File: config.mk
export PLATFORM = sky130hd
export DESIGN_NAME = vrp_rot_stage
export DESIGN_NICKNAME = d
export VERILOG_FILES = /design/src/rtl/core/vertex_rotate_project_defines.svh /design/src/rtl/core/vrp_pkg.sv /design/src/rtl/core/vrp_rot_stage.sv
export SDC_FILE = /design/constraint.sdc
export NUM_CORES = 2
export LEC_CHECK = 0
export BUFFER_PORTS_ARGS = -buffer_cell sky130_fd_sc_hd__buf_2
export CORE_ASPECT_RATIO = 1.5
export CORE_MARGIN = 10
export CORE_UTILIZATION = 50
export DETAILED_ROUTE_END_ITERATION = 8
export PLACE_DENSITY = 0.73
export SLEW_MARGIN = 20
export SYNTH_ARGS = -nofsm -noshare
export SYNTH_HDL_FRONTEND = slang
export SYNTH_SLANG_ARGS = --single-unit
File: constraint.sdc
create_clock -name clk -period 14.51 [get_ports clk]
set_clock_uncertainty 0.05 [all_clocks]
set_input_delay 2.1765 -clock clk [delete_from_list [all_inputs] [get_ports clk]]
set_output_delay 2.1765 -clock clk [all_outputs]
set_load 0.03 [all_outputs]
File: src/rtl/core/vertex_rotate_project_defines.svh
// assertion macros for the vertex rotate and project block
`ifndef VERTEX_ROTATE_PROJECT_DEFINES_SVH
`define VERTEX_ROTATE_PROJECT_DEFINES_SVH

// same cycle implication
`define VRP_ASSERT_NOW(lbl, ante, cons) \
    lbl: assert property (@(posedge clk) disable iff (!rst_n) (ante) |-> (cons)) \
        else $error("vrp check failed");

// next cycle implication
`define VRP_ASSERT_NEXT(lbl, ante, cons) \
    lbl: assert property (@(posedge clk) disable iff (!rst_n) (ante) |=> (cons)) \
        else $error("vrp check failed");

`endif

File: src/rtl/core/vrp_pkg.sv
// shared types, constants and helper functions for the vertex rotate and project block
package vrp_pkg;

    localparam int COORD_W   = 12;
    localparam int ANG_W     = 9;
    localparam int TRIG_FRAC = 14;
    localparam int TRIG_W    = TRIG_FRAC + 2;
    localparam int ROT_W     = 13;
    localparam int WIDE_W    = ROT_W + 1;
    localparam int PROD_W    = WIDE_W + TRIG_W;
    localparam int SUM_W     = PROD_W + 1;
    localparam int SCR_W     = 16;
    localparam int FOCAL_W   = 10;
    localparam int OFFSET_W  = 12;
    localparam int DEN_W     = 15;
    localparam int DIVD_W    = DEN_W - 1;
    localparam int PROJ_W    = ROT_W + FOCAL_W + 1;
    localparam int NUM_W     = PROJ_W - 2;
    localparam int CFG_IDX_W = 2;
    localparam int CFG_DATA_W = 12;

    localparam logic [FOCAL_W-1:0]  FOCAL_RESET  = 10'd150;
    localparam logic [OFFSET_W-1:0] OFFSET_RESET = 12'd256;

    localparam logic [CFG_IDX_W-1:0] CFG_FOCAL  = 2'd0;
    localparam logic [CFG_IDX_W-1:0] CFG_OFFSET = 2'd1;

    localparam logic [ANG_W-1:0] DEG_90  = 9'd90;
    localparam logic [ANG_W-1:0] DEG_180 = 9'd180;
    localparam logic [ANG_W-1:0] DEG_270 = 9'd270;
    localparam logic [ANG_W:0]   DEG_360 = 10'd360;

    typedef enum logic [1:0] {
        STATUS_OK  = 2'd0,
        STATUS_SAT = 2'd1,
        STATUS_DEN = 2'd2
    } status_t;

    typedef struct packed {
        logic valid;
        logic last;
    } vrp_ctl_t;

    // sin of 0..90 degrees, q1.14 rounded to nearest
    localparam logic [TRIG_FRAC:0] SIN_QUARTER [0:90] = '{
        15'd0,     15'd286,   15'd572,   15'd857,   15'd1143,  15'd1428,  15'd1713,
        15'd1997,  15'd2280,  15'd2563,  15'd2845,  15'd3126,  15'd3406,  15'd3686,
        15'd3964,  15'd4240,  15'd4516,  15'd4790,  15'd5063,  15'd5334,  15'd5604,
        15'd5872,  15'd6138,  15'd6402,  15'd6664,  15'd6924,  15'd7182,  15'd7438,
        15'd7692,  15'd7943,  15'd8192,  15'd8438,  15'd8682,  15'd8923,  15'd9162,
        15'd9397,  15'd9630,  15'd9860,  15'd10087, 15'd10311, 15'd10531, 15'd10749,
        15'd10963, 15'd11174, 15'd11381, 15'd11585, 15'd11786, 15'd11982, 15'd12176,
        15'd12365, 15'd12551, 15'd12733, 15'd12911, 15'd13085, 15'd13255, 15'd13421,
        15'd13583, 15'd13741, 15'd13894, 15'd14044, 15'd14189, 15'd14330, 15'd14466,
        15'd14598, 15'd14726, 15'd14849, 15'd14968, 15'd15082, 15'd15191, 15'd15296,
        15'd15396, 15'd15491, 15'd15582, 15'd15668, 15'd15749, 15'd15826, 15'd15897,
        15'd15964, 15'd16026, 15'd16083, 15'd16135, 15'd16182, 15'd16225, 15'd16262,
        15'd16294, 15'd16322, 15'd16344, 15'd16362, 15'd16374, 15'd16382, 15'd16384
    };

    function automatic logic signed [TRIG_W-1:0] sin_deg(input logic [ANG_W-1:0] d);
        logic [ANG_W-1:0]  idx;
        logic              neg;
        logic [TRIG_W-1:0] mag;
        if (d <= DEG_90) begin
            idx = d;
            neg = 1'b0;
        end else if (d <= DEG_180) begin
            idx = DEG_180 - d;
            neg = 1'b0;
        end else if (d <= DEG_270) begin
            idx = d - DEG_180;
            neg = 1'b1;
        end else begin
            idx = ANG_W'(DEG_360 - {1'b0, d});
            neg = 1'b1;
        end
        mag = {1'b0, SIN_QUARTER[idx[6:0]]};
        return neg ? -$signed(mag) : $signed(mag);
    endfunction

    function automatic logic signed [TRIG_W-1:0] cos_deg(input logic [ANG_W-1:0] d);
        logic [ANG_W:0] s;
        s = {1'b0, d} + {1'b0, DEG_90};
        if (s >= DEG_360)
            s = s - DEG_360;
        return sin_deg(s[ANG_W-1:0]);
    endfunction

    function automatic logic [ANG_W-1:0] wrap_deg(input logic [ANG_W-1:0] d);
        logic [ANG_W:0] w;
        w = {1'b0, d};
        if (w >= DEG_360)
            w = w - DEG_360;
        return w[ANG_W-1:0];
    endfunction

    // drop fraction bits, rounding toward zero
    function automatic logic signed [WIDE_W-1:0] trunc_q(input logic signed [SUM_W-1:0] v);
        logic signed [SUM_W-1:0] adj;
        adj = v + (v[SUM_W-1] ? SUM_W'((1 << TRIG_FRAC) - 1) : SUM_W'(0));
        return adj[TRIG_FRAC+WIDE_W-1:TRIG_FRAC];
    endfunction

    function automatic logic signed [ROT_W-1:0] sat_rot(input logic signed [WIDE_W-1:0] v);
        if (v[WIDE_W-1] != v[WIDE_W-2])
            return v[WIDE_W-1] ? {1'b1, {(ROT_W-1){1'b0}}} : {1'b0, {(ROT_W-1){1'b1}}};
        return v[ROT_W-1:0];
    endfunction

endpackage

File: src/rtl/core/vrp_rot_stage.sv
// one axis rotation: multiply stage then add and truncate stage
module vrp_rot_stage #(
    parameter int SIDE_W = 8
) (
    input  logic                               clk,
    input  logic                               rst_n,
    input  logic                               en,
    input  vrp_pkg::vrp_ctl_t                  ctl_in,
    input  logic signed [vrp_pkg::WIDE_W-1:0]  a,
    input  logic signed [vrp_pkg::WIDE_W-1:0]  b,
    input  logic signed [vrp_pkg::TRIG_W-1:0]  c,
    input  logic signed [vrp_pkg::TRIG_W-1:0]  s,
    input  logic        [SIDE_W-1:0]           side_in,
    output vrp_pkg::vrp_ctl_t                  ctl_out,
    output logic signed [vrp_pkg::WIDE_W-1:0]  out1,
    output logic signed [vrp_pkg::WIDE_W-1:0]  out2,
    output logic        [SIDE_W-1:0]           side_out
);
    import vrp_pkg::*;

    vrp_ctl_t                 ctl_m_reg, ctl_s_reg;
    logic signed [PROD_W-1:0] ac_reg, bs_reg, as_reg, bc_reg;
    logic        [SIDE_W-1:0] side_m_reg, side_s_reg;
    logic signed [WIDE_W-1:0] out1_reg, out2_reg;

    always_ff @(posedge clk or negedge rst_n)
    begin
        if (!rst_n)
        begin
            ctl_m_reg <= '0;
            ctl_s_reg <= '0;
        end
        else if (en)
        begin
            ctl_m_reg <= ctl_in;
            ctl_s_reg <= ctl_m_reg;
        end
    end

    always_ff @(posedge clk)
    begin
        if (en)
        begin
            ac_reg     <= a * c;
            bs_reg     <= b * s;
            as_reg     <= a * s;
            bc_reg     <= b * c;
            side_m_reg <= side_in;
            out1_reg   <= trunc_q(SUM_W'(ac_reg) - SUM_W'(bs_reg));
            out2_reg   <= trunc_q(SUM_W'(as_reg) + SUM_W'(bc_reg));
            side_s_reg <= side_m_reg;
        end
    end

    assign ctl_out  = ctl_s_reg;
    assign out1     = out1_reg;
    assign out2     = out2_reg;
    assign side_out = side_s_reg;

endmodule

==> impl_metrics.env <==
export IMPL_finalCritPeriodShare_pct=59.0
export IMPL_fillers=7627
export IMPL_avgSynthCellArea_um2=9.45
export IMPL_vias_per_cell=5.37
export IMPL_worstReg2RegEnd="out2[13]"
export IMPL_drt_total_wl_mm=100
export IMPL_cts_root_buf="clkbuf_16"
export IMPL_synthFlopType="edfxtp_1"
export IMPL_place_congestion=0.879
export IMPL_critical_path_buf_inv_count=4
export IMPL_fin_ws_ps=5940
export IMPL_r2r_cells=19
export IMPL_met1_usage_pct=24.4
export IMPL_status="complete, no violations"
export IMPL_path_cells="buf_2 > buf_4 > inv_1 > buf_4 > nor2_1 > fa_1 > fa_1 > fa_1 > fa_1 > fa_1 > fa_1 > ha_1 > a21o_1 > a21o_1 > a211oi_1 > o211a_1 > a21boi_0 > nor3_1 > or3b_1 > a31o_2 > a21oi_1 > xnor2_1"
export IMPL_setup_viol=0
export IMPL_grt_pass1_vias=32800
export IMPL_layout_nets=5814
export IMPL_holdWs_ps=373
export IMPL_min_to="side_out[1]"
export IMPL_syn_area_mm2=0.0429
export IMPL_crit_arrival_ps=8780
export IMPL_maxCapViolations=0
export IMPL_cts_buffers=17
export IMPL_yosysTopAreaCellShare_pct=41.0
export IMPL_multi_input_area_mm2=0.0332
export IMPL_grt_pass1_wl_mm=166
export IMPL_yosys_warnings=0
export IMPL_drt_iter0_drc=1660
export IMPL_synthSimpleGateAreaFrac_pct=14.9
export IMPL_portBuffers=110
export IMPL_synth_area_mux_share_pct=0.204
export IMPL_hold_viol_final=0
export IMPL_clk_pin_slew_ps=80
export IMPL_area_growth_pct=4.47
export IMPL_synthAdderAreaFrac_pct=51.7
export IMPL_drc=0
export IMPL_min_period_ps=8570
export IMPL_use_met2_pct=38.5
export IMPL_crit_path_start_kind="input port"
export IMPL_die_w_um=259
export IMPL_tritoncts="built"
export IMPL_wire_per_inst_um=17.7
export IMPL_reg2reg_from="as_reg[0]"
export IMPL_r2r_slack_ps=8760
export IMPL_synth_area_leaders="fa_1 (41%), edfxtp_1 (11%), ha_1 (11%), inv_1 (9.3%), and2_1 (7.1%)"
export IMPL_core_rowCount=131
export IMPL_cts_setup_buffers=0
export IMPL_ys_seq_area_share_pct=11.7
export IMPL_clock_sinks=168
export IMPL_synth_seq_cells=168
export IMPL_critPathMostFrequentCell="fa_1"
export IMPL_synth_xor_area_share_pct=4.13
export IMPL_cts_resized=0
export IMPL_cts_hold_buf=0
export IMPL_cp_slowest_cell="fa_1"
export IMPL_hold_path_class="register to register"
export IMPL_ys_types=81
export IMPL_crit_required_ps=14720
export IMPL_async_flop_share_pct=2.38
export IMPL_die_area_mm2=0.0982
export IMPL_synth_net_count=5862
export IMPL_setup_tns_ps=0
export IMPL_gr_total_overflow=0
export IMPL_initial_core_util_pct=50.5
export IMPL_clockBufferDepth=2
export IMPL_min_from="side_m_reg[1]"
export IMPL_dieHeight_um=379
export IMPL_synth_edf_count=164
export IMPL_synth_top_family_by_area="adder cells"
export IMPL_cp_num_cells=22
export IMPL_seq_area_mm2=0.00502
export IMPL_ant_nets=0
export IMPL_endpoint_kind="register"
export IMPL_gr_max_usage_layer="met2"
export IMPL_grt_usage_pct=21.4
export IMPL_vias=30300
export IMPL_max_stage_delay_ps=540
export IMPL_grt_max_degree=95
export IMPL_rsz0062_at_grt="false"
export IMPL_hpwlAfterDp_mm=79.4
export IMPL_first_pass_iters=5
export IMPL_worstSkewPairLatency_ps=510
export IMPL_drive_gt1_share_pct=4.04
export IMPL_dpl_worst_slack_ps=5480
export IMPL_crit_type="input port to register"
export IMPL_use_met3_pct=3.11
export IMPL_netlist_instances=4541
export IMPL_timing_slew_headroom_pct=27.3
export IMPL_maxSlewViolCount=0
export IMPL_cts_max_level=4
export IMPL_antenna_found_initial=14
export IMPL_critPathTopFamily="adder cells"
export IMPL_fmax_mhz=117
export IMPL_synth_top_area_cell="fa_1"
export IMPL_worst_pin_slew_ps=1090
export IMPL_synth_compound_area_share_pct=6.34
export IMPL_io_pins=111
export IMPL_core_mm2=0.0851
export IMPL_path_max_fanout=16
export IMPL_whs_path_depth=0
==> cell families after synthesis <==
kind of cell / count (synthesis)
multiplexers: 8
buffers and inverters: 1252
AND/OR/NAND/NOR: 1251
adder cells (fa/ha/maj): 1248
flip-flops: 168
XOR/XNOR: 201
AO/OA/AOI/OAI: 413
==> cells in the final DEF, fill, tap and decap left out, drive strengths merged, types with 5 or more instances in the layout <==
master	synthesis	routed
and4	5	5
a31oi	13	13
nand2b	31	31
o31ai	8	8
a211o	8	8
clkbuf	176	17
nor3	26	26
a311oi	6	6
o21bai	28	28
a21o	69	69
a211oi	13	13
and2	484	484
clkinv	1	5
xor2	54	54
xnor2	146	146
nor2	135	135
o21a	11	11
a21oi	120	120
nand3	41	41
inv	1066	1076
or2	6	6
nand4	19	19
o21ai	72	72
or3	7	7
nand2	443	443
and3	9	9
nor3b	6	6
o31a	6	6
fa	878	878
buf	9	118
edfxtp	164	164
a31o	7	7
nor2b	17	17
o211ai	17	17
ha	370	370
nor4	6	6
mux2	6	6
==> cell type report <==
cell class | instances | share of cell area (%)
Antenna cell | 4 | 0.0223
Clock buffer | 17 | 0.949
Clock inverter | 15 | 0.343
Inverter | 1067 | 8.93
Multi-Input combinational cell | 3121 | 74.0
Sequential cell | 168 | 11.2
Tap cell | 1130 | 3.15
Timing Repair Buffer | 118 | 1.38
==> metrics by stage <==
| stage | std cells | instance area [um2] | utilization (%) |
|---|---|---|---|
| after floorplan | 4541 | 42900 | - |
| after global placement | 5604 | 44200 | 52.0 |
| after detailed placement | 5604 | 44200 | 52.0 |
| after CTS | 5636 | 44800 | 52.7 |
| after global routing | 5638 | 44800 | 52.7 |
| final | 5640 | 44800 | 52.7 |
==> Yosys cell counts, types with 3 or more instances <==
cell,count
a311oi_1,5
o211ai_1,17
o211a_1,3
o21bai_1,28
a211o_1,8
nand3_1,41
xnor2_1,146
and4_1,5
a31o_2,7
o31a_1,6
a21o_1,69
a21oi_1,119
nand2_1,443
o21a_1,11
clkbuf_1,176
a31oi_1,13
fa_1,878
dfrtp_1,4
nor2_1,135
xor2_1,54
or2_2,6
o22ai_1,3
and3_1,9
o31ai_1,8
a22oi_1,3
nor2b_1,17
o21ai_0,69
nor4_1,5
nor3b_1,5
or3_1,7
and2_1,484
a211oi_1,13
buf_1,7
nand4b_1,3
inv_1,1066
edfxtp_1,164
nand4_1,19
nand2b_1,31
nor3_1,26
ha_1,370
mux2_2,6
==> worst max path at each step <==
| stage | startpoint | end | slack [ps] |
|---|---|---|---|
| finish | a[13] | as_reg[28] | 5940 |
| global route | a[13] | as_reg[28] | 5580 |
| CTS | a[2] | ac_reg[27] | 6020 |
| detailed placement | a[2] | ac_reg[27] | 5480 |
| global placement | a[2] | ac_reg[27] | 5530 |
| floorplan | s[9] | as_reg[28] | 6220 |
==> per-layer routing <==
metal	share of wire, %	vias up	routed length [um]
met4	5.3	20	5250
met2	52	827	52400
met5	0.15	-	145
met3	5.1	220	5150
li1	-	13600	-
met1	37	15600	37000
==> worst register-to-register path, stage by stage, from the launching register on <==
cell and delay, ps:
edfxtp_1 370, ha_1 250, fa_1 450, a211oi_1 400
o211ai_1 270, nand3_1 150, a2111oi_0 120, nor2_1 190
nor2_1 80, o21bai_1 840, ha_1 400, a21o_1 180
a21o_1 170, a21oi_1 210, o221a_2 230, a211oi_1 60
a31oi_1 350, and4b_1 240, and4bb_1 230, xnor3_1 240
Power is not shown: default switching activity piles up to over one toggle a cycle in this logic, so the estimate is an artifact.
