[src/rtl/core/vertex_rotate_project_defines.svh]
// assertion macros for the vertex rotate and project block
`ifndef VERTEX_ROTATE_PROJECT_DEFINES_SVH
`define VERTEX_ROTATE_PROJECT_DEFINES_SVH

// same cycle implication
`define VRP_ASSERT_NOW(lbl, ante, cons) \
    lbl: assert property (@(posedge clk) disable iff (!rst_n) (ante) |-> (cons)) \
        else $error("vrp check failed");

// next cycle implication
`define VRP_ASSERT_NEXT(lbl, ante, cons) \
    lbl: assert property (@(posedge clk) disable iff (!rst_n) (ante) |=> (cons)) \
        else $error("vrp check failed");

`endif

[src/rtl/core/vrp_pkg.sv]
// shared types, constants and helper functions for the vertex rotate and project block
package vrp_pkg;

    localparam int COORD_W   = 12;
    localparam int ANG_W     = 9;
    localparam int TRIG_FRAC = 14;
    localparam int TRIG_W    = TRIG_FRAC + 2;
    localparam int ROT_W     = 13;
    localparam int WIDE_W    = ROT_W + 1;
    localparam int PROD_W    = WIDE_W + TRIG_W;
    localparam int SUM_W     = PROD_W + 1;
    localparam int SCR_W     = 16;
    localparam int FOCAL_W   = 10;
    localparam int OFFSET_W  = 12;
    localparam int DEN_W     = 15;
    localparam int DIVD_W    = DEN_W - 1;
    localparam int PROJ_W    = ROT_W + FOCAL_W + 1;
    localparam int NUM_W     = PROJ_W - 2;
    localparam int CFG_IDX_W = 2;
    localparam int CFG_DATA_W = 12;

    localparam logic [FOCAL_W-1:0]  FOCAL_RESET  = 10'd150;
    localparam logic [OFFSET_W-1:0] OFFSET_RESET = 12'd256;

    localparam logic [CFG_IDX_W-1:0] CFG_FOCAL  = 2'd0;
    localparam logic [CFG_IDX_W-1:0] CFG_OFFSET = 2'd1;

    localparam logic [ANG_W-1:0] DEG_90  = 9'd90;
    localparam logic [ANG_W-1:0] DEG_180 = 9'd180;
    localparam logic [ANG_W-1:0] DEG_270 = 9'd270;
    localparam logic [ANG_W:0]   DEG_360 = 10'd360;

    typedef enum logic [1:0] {
        STATUS_OK  = 2'd0,
        STATUS_SAT = 2'd1,
        STATUS_DEN = 2'd2
    } status_t;

    typedef struct packed {
        logic valid;
        logic last;
    } vrp_ctl_t;

    // sin of 0..90 degrees, q1.14 rounded to nearest
    localparam logic [TRIG_FRAC:0] SIN_QUARTER [0:90] = '{
        15'd0,     15'd286,   15'd572,   15'd857,   15'd1143,  15'd1428,  15'd1713,
        15'd1997,  15'd2280,  15'd2563,  15'd2845,  15'd3126,  15'd3406,  15'd3686,
        15'd3964,  15'd4240,  15'd4516,  15'd4790,  15'd5063,  15'd5334,  15'd5604,
        15'd5872,  15'd6138,  15'd6402,  15'd6664,  15'd6924,  15'd7182,  15'd7438,
        15'd7692,  15'd7943,  15'd8192,  15'd8438,  15'd8682,  15'd8923,  15'd9162,
        15'd9397,  15'd9630,  15'd9860,  15'd10087, 15'd10311, 15'd10531, 15'd10749,
        15'd10963, 15'd11174, 15'd11381, 15'd11585, 15'd11786, 15'd11982, 15'd12176,
        15'd12365, 15'd12551, 15'd12733, 15'd12911, 15'd13085, 15'd13255, 15'd13421,
        15'd13583, 15'd13741, 15'd13894, 15'd14044, 15'd14189, 15'd14330, 15'd14466,
        15'd14598, 15'd14726, 15'd14849, 15'd14968, 15'd15082, 15'd15191, 15'd15296,
        15'd15396, 15'd15491, 15'd15582, 15'd15668, 15'd15749, 15'd15826, 15'd15897,
        15'd15964, 15'd16026, 15'd16083, 15'd16135, 15'd16182, 15'd16225, 15'd16262,
        15'd16294, 15'd16322, 15'd16344, 15'd16362, 15'd16374, 15'd16382, 15'd16384
    };

    function automatic logic signed [TRIG_W-1:0] sin_deg(input logic [ANG_W-1:0] d);
        logic [ANG_W-1:0]  idx;
        logic              neg;
        logic [TRIG_W-1:0] mag;
        if (d <= DEG_90) begin
            idx = d;
            neg = 1'b0;
        end else if (d <= DEG_180) begin
            idx = DEG_180 - d;
            neg = 1'b0;
        end else if (d <= DEG_270) begin
            idx = d - DEG_180;
            neg = 1'b1;
        end else begin
            idx = ANG_W'(DEG_360 - {1'b0, d});
            neg = 1'b1;
        end
        mag = {1'b0, SIN_QUARTER[idx[6:0]]};
        return neg ? -$signed(mag) : $signed(mag);
    endfunction

    function automatic logic signed [TRIG_W-1:0] cos_deg(input logic [ANG_W-1:0] d);
        logic [ANG_W:0] s;
        s = {1'b0, d} + {1'b0, DEG_90};
        if (s >= DEG_360)
            s = s - DEG_360;
        return sin_deg(s[ANG_W-1:0]);
    endfunction

    function automatic logic [ANG_W-1:0] wrap_deg(input logic [ANG_W-1:0] d);
        logic [ANG_W:0] w;
        w = {1'b0, d};
        if (w >= DEG_360)
            w = w - DEG_360;
        return w[ANG_W-1:0];
    endfunction

    // drop fraction bits, rounding toward zero
    function automatic logic signed [WIDE_W-1:0] trunc_q(input logic signed [SUM_W-1:0] v);
        logic signed [SUM_W-1:0] adj;
        adj = v + (v[SUM_W-1] ? SUM_W'((1 << TRIG_FRAC) - 1) : SUM_W'(0));
        return adj[TRIG_FRAC+WIDE_W-1:TRIG_FRAC];
    endfunction

    function automatic logic signed [ROT_W-1:0] sat_rot(input logic signed [WIDE_W-1:0] v);
        if (v[WIDE_W-1] != v[WIDE_W-2])
            return v[WIDE_W-1] ? {1'b1, {(ROT_W-1){1'b0}}} : {1'b0, {(ROT_W-1){1'b1}}};
        return v[ROT_W-1:0];
    endfunction

endpackage

[src/rtl/core/vrp_div.sv]
// two lane pipelined restoring divider, one quotient bit per stage
module vrp_div #(
    parameter int NUM_W  = vrp_pkg::NUM_W,
    parameter int DEN_W  = vrp_pkg::DIVD_W,
    parameter int SIDE_W = 8
) (
    input  logic                clk,
    input  logic                rst_n,
    input  logic                en,
    input  vrp_pkg::vrp_ctl_t   ctl_in,
    input  logic [NUM_W-1:0]    num_a,
    input  logic [NUM_W-1:0]    num_b,
    input  logic [DEN_W-1:0]    den,
    input  logic [SIDE_W-1:0]   side_in,
    output vrp_pkg::vrp_ctl_t   ctl_out,
    output logic [NUM_W-1:0]    quo_a,
    output logic [NUM_W-1:0]    quo_b,
    output logic [SIDE_W-1:0]   side_out
);
    import vrp_pkg::*;

    vrp_ctl_t          ctl_reg  [1:NUM_W];
    logic [DEN_W-1:0]  rem_a_reg [1:NUM_W];
    logic [DEN_W-1:0]  rem_b_reg [1:NUM_W];
    logic [NUM_W-1:0]  num_a_reg [1:NUM_W];
    logic [NUM_W-1:0]  num_b_reg [1:NUM_W];
    logic [NUM_W-1:0]  quo_a_reg [1:NUM_W];
    logic [NUM_W-1:0]  quo_b_reg [1:NUM_W];
    logic [DEN_W-1:0]  den_reg  [1:NUM_W];
    logic [SIDE_W-1:0] side_reg [1:NUM_W];

    for (genvar i = 0; i < NUM_W; i++)
    begin : g_stage
        vrp_ctl_t          ctl_cur;
        logic [DEN_W-1:0]  rem_a_cur, rem_b_cur, den_cur;
        logic [NUM_W-1:0]  num_a_cur, num_b_cur, quo_a_cur, quo_b_cur;
        logic [SIDE_W-1:0] side_cur;
        logic [DEN_W:0]    trial_a, trial_b;
        logic              ge_a, ge_b;

        if (i == 0)
        begin : g_first
            assign ctl_cur   = ctl_in;
            assign rem_a_cur = '0;
            assign rem_b_cur = '0;
            assign num_a_cur = num_a;
            assign num_b_cur = num_b;
            assign quo_a_cur = '0;
            assign quo_b_cur = '0;
            assign den_cur   = den;
            assign side_cur  = side_in;
        end
        else
        begin : g_next
            assign ctl_cur   = ctl_reg[i];
            assign rem_a_cur = rem_a_reg[i];
            assign rem_b_cur = rem_b_reg[i];
            assign num_a_cur = num_a_reg[i];
            assign num_b_cur = num_b_reg[i];
            assign quo_a_cur = quo_a_reg[i];
            assign quo_b_cur = quo_b_reg[i];
            assign den_cur   = den_reg[i];
            assign side_cur  = side_reg[i];
        end

        assign trial_a = {rem_a_cur, num_a_cur[NUM_W-1]};
        assign trial_b = {rem_b_cur, num_b_cur[NUM_W-1]};
        assign ge_a    = trial_a >= {1'b0, den_cur};
        assign ge_b    = trial_b >= {1'b0, den_cur};

        always_ff @(posedge clk or negedge rst_n)
        begin
            if (!rst_n)
            begin
                ctl_reg[i+1] <= '0;
            end
            else if (en)
            begin
                ctl_reg[i+1] <= ctl_cur;
            end
        end

        always_ff @(posedge clk)
        begin
            if (en)
            begin
                rem_a_reg[i+1] <= ge_a ? DEN_W'(trial_a - {1'b0, den_cur}) : DEN_W'(trial_a);
                rem_b_reg[i+1] <= ge_b ? DEN_W'(trial_b - {1'b0, den_cur}) : DEN_W'(trial_b);
                num_a_reg[i+1] <= {num_a_cur[NUM_W-2:0], 1'b0};
                num_b_reg[i+1] <= {num_b_cur[NUM_W-2:0], 1'b0};
                quo_a_reg[i+1] <= {quo_a_cur[NUM_W-2:0], ge_a};
                quo_b_reg[i+1] <= {quo_b_cur[NUM_W-2:0], ge_b};
                den_reg[i+1]   <= den_cur;
                side_reg[i+1]  <= side_cur;
            end
        end
    end

    assign ctl_out  = ctl_reg[NUM_W];
    assign quo_a    = quo_a_reg[NUM_W];
    assign quo_b    = quo_b_reg[NUM_W];
    assign side_out = side_reg[NUM_W];

endmodule
[config.mk]
export PLATFORM = sky130hd
export DESIGN_NAME = vrp_div
export DESIGN_NICKNAME = d
export VERILOG_FILES = /design/src/rtl/core/vertex_rotate_project_defines.svh /design/src/rtl/core/vrp_pkg.sv /design/src/rtl/core/vrp_div.sv
export SDC_FILE = /design/constraint.sdc
export NUM_CORES = 2
export LEC_CHECK = 0
export BUFFER_PORTS_ARGS = -buffer_cell sky130_fd_sc_hd__buf_2
export CAP_MARGIN = 0
export CORE_UTILIZATION = 50
export CTS_CLUSTER_DIAMETER = 80
export DETAILED_ROUTE_END_ITERATION = 6
export PLACE_DENSITY = 0.68
export SYNTH_ARGS = -nofsm -noshare
export SYNTH_HDL_FRONTEND = slang
export SYNTH_SLANG_ARGS = --single-unit
[constraint.sdc]
create_clock -name clk -period 5.3 [get_ports clk]
set_input_delay 0.265 -clock clk [delete_from_list [all_inputs] [get_ports clk]]
set_output_delay 0.265 -clock clk [all_outputs]
set_load 0.01 [all_outputs]
==> key figures <==
Floorplan
  – Die width: 444.4 um
  – Core area: 194,600 um2
  – Starting density of the core: 50.29%
  – # rows: 162
  – Total die area: 197,500 um2
  – Io pins: 125
  – Die Y: 444.4 um

Routing
  – DRT antenna net count: 0
  – Overall via count from detail_route: 56,397
  – DRC viols: 0
  – Vias per inst: 5.592
  – First DRT Iteration DRCs: 4,139
  – Post-Route WL: 195,800 um
  – Wirelength per Cell: 19.42 um
  – Drt first pass iters: 5

Logic synthesis
  – FFs w/ async S/R, synth: 2.126%
  – Sequential fraction of the synthesis area: 63.30%
  – Cells after Synth: 6,979
  – Yosys warns: 0
  – Post-synth EDFFs: 2,026
  – Commonest cells post-synth: edfxtp_1, ha_1, inv_1
  – Main synth FF type: edfxtp_1
  – Flops & latches, synth: 2,070
  – Cell variety after synth: 79
  – Top-area cell type share of the netlist area: 62.17%
  – Post-synth top area cell: edfxtp_1
  – Synthesized cell area: 97,860 um2
  – Post-Syn Nets: 7,722
  – Top cells by area, synth: edfxtp_1, ha_1, mux2_2, inv_1, a21oi_1
  – Avg Cell Area, Syn: 14.02 um2
  – Most common cell in the synthesized netlist: edfxtp_1

Setup path
  – CP Max Fanout: 15
  – Crit path from: den_reg[0][183]$_DFFE_PP_
  – R2R cell count: 9
  – Crit-path slowest cell: a31oi_2
  – CP max stage delay: 840 ps
  – Reg2reg end: rem_b_reg[3][36]$_DFFE_PP_
  – Crit path kind: reg2reg
  – CP endpoint kind: flop
  – Worst setup SP type: flop
  – WP data arrival: 4230 ps
  – Worst setup path endpoint: rem_b_reg[3][36]$_DFFE_PP_
  – Critical R2R Launch: den_reg[0][183]$_DFFE_PP_
  – CP required: 5850 ps
  – Critical-path cell list: inv_1, ha_1, nor2b_1, o31a_1, or3_1, a21oi_1, o21ai_1, a31oi_2, mux2_2
  – Internal reg-to-reg setup slack: 1620 ps

Power
  – Pint: 42,310 uW
  – Comb pwr share: 35.7%
  – Switch share: 32.80%
  – Peak supply drop: 0.3165 mV
  – PD cells: 571.4 nW/um2
  – Share of power burned in registers: 39.2%
  – P_leak: 0.04200 uW
  – Clk pwr share: 25.1%
  – Sw power: 20,650 uW

Placement
  – DP Worst Slack: 1629 ps
  – HPWL Detailed: 140,100 um
  – # port buffers: 124
  – Routability congestion estimate: 0.9045

Clock tree
  – Worst-path clk slew: 60 ps
  – Clock buffer depth: 3
  – Cts bufs inserted: 218
  – Post-CTS setup buffers: 0
  – CTS sink cnt: 2,070
  – Clock latency on the worst-skew pair: 860 ps
  – Root buf cell: clkbuf_16
  – CTS H-tree depth: 4
  – TritonCTS clock tree: yes

STA
  – Fin Clk Skew: 80.05 ps
  – Period utilization: 69.44%
  – Setup violators final: 0
  – Final Hold Viols: 0
  – Achievable Freq: 271.7 MHz
  – RSZ-0062 raised after global routing: false
  – Max Slew Vio Count: 0
  – Fin crit period: 3680 ps
  – Final TNS setup: 0 ps
  – PnR worst setup slack: 1620 ps
  – Rel. slew slack: 23.08%
  – Slew @ Worst Pin: 1139 ps

Global route
  – Largest net degree at the start of global routing: 160
  – Vias in the first global route: 55,472
  – Grt total ovfl: 0
  – Antenna violations before repair: 2
  – All-Layer GR Usage: 19.69%
  – First-pass GRT wire length: 307,300 um

Outcome
  – Outcome: complete, no violations

Min path
  – Hold Path Class: in2async

Final layout
  – Final #Nets: 8,098
  – Area growth from synthesis to layout: 12.61%
  – Share of layout cells above drive strength 1: 14.01%
  – Fill count: 15,414

Flow run
  – Max Cap Viol: 0
## what timing repair did
| item | in CTS | in global routing |
|---|---|---|
| gates resized for setup | 0 | 0 |
| hold endpoints to repair | 159 | 0 |
| hold buffers | 73 | 0 |
## placed cells by master (no fill, tap or decap), drive strengths merged, types with 19 or more instances in the layout
master and count:
dlygate4sd3 73, a211oi 77, o21ai 295, clkbuf 252
mux2i 60, or3 27, o31ai 51, nor4 36
nand3 83, nand2 232, a21oi 377, mux2 464
bufinv 31, o21a 111, nor2 415, o311ai 24
a31oi 64, fa 40, and3 41, nand4 73
nor2b 78, a21boi 45, edfxtp 2026, nand3b 29
o31a 29, clkinv 101, dfrtp 44, inv 532
nand2b 80, a31o 21, buf 181, ha 632
a21o 148, o21bai 47, xor2 130, nand4b 19
xnor2 180, o211ai 34, nor3 92
## worst min path at each step
stage,endpoint,slack [ps],depth (start not counted)
floorplan,ctl_out[0]$_DFFE_PN0P_,-30,0
global placement,quo_a_reg[0][375]$_DFFE_PP_,400,0
detailed placement,num_a_reg[0][52]$_DFFE_PP_,400,0
CTS,num_a_reg[0][30]$_DFFE_PP_,1,2
global route,num_a_reg[0][30]$_DFFE_PP_,40,2
finish,ctl_reg[40]$_DFFE_PN0P_,100,2
## area by class of cell
cell class	instances	area, um2	share of cell area, %
Sequential cell	2070	61940	56.21
Antenna cell	1	2.502	0.002271
Clock buffer	252	5614	5.095
Inverter	522	1959	1.778
Multi-Input combinational cell	4289	33570	30.46
Clock inverter	156	1987	1.803
Timing Repair Buffer	254	1944	1.764
Tap cell	2542	3181	2.886
## critical path, delay by kind of cell (launching register included)
family                     cells  cell delay (ps)
DFF                            1              410
AOI/OAI and AO/OA              4             1600
adders and majority gates      1              280
and+or+nand+nor                2              480
buffers and inverters          1              180
muxes                          1              420
## metal layers
metal / vias up / track usage [%] / part of all wire, %
met5: - / 0 / 0
met4: 0 / 5.802 / 2.5
met3: 329 / 2.811 / 4.1
met2: 1255 / 33.09 / 49
met1: 27357 / 26.57 / 45
li1: 27456 / - / -
## metrics by stage
stage | total power, uW | instance area, um2 | utilization (%) | hold WS [ps] | instances
final | 62960 | 110200 | 56.63 | 95.42 | 10086
after detailed placement | 47200 | 101900 | 52.35 | 404.5 | 9604
after global placement | 46650 | 101900 | 52.35 | 400.2 | 9604
after global routing | 66740 | 110200 | 56.63 | 44.30 | 10086
after CTS | 63350 | 110200 | 56.63 | 1.079 | 10085
after floorplan | 41160 | 97860 | - | -30.59 | 6979
## power groups by stage
stage	Clock (uW)	Sequential, uW	Combinational, uW
floorplan	0	23900	17300
global placement	0	25000	21600
detailed placement	0	25100	22100
CTS	16200	24800	22400
global route	16800	25000	24900
finish	15800	24700	22500
## cell families (layout without fill, tap and decap cells)
family,count (synthesis),count (layout),share of synthesized area [%]
other cells,0,1,0
xor+xnor,310,310,2.775
mux,524,524,5.984
buf+inv,620,1184,2.445
compound gates,1489,1489,9.990
fa+ha+maj,672,672,8.899
simple gates,1294,1294,6.613
flops,2070,2070,63.30
(Power assumes the default switching activity.)
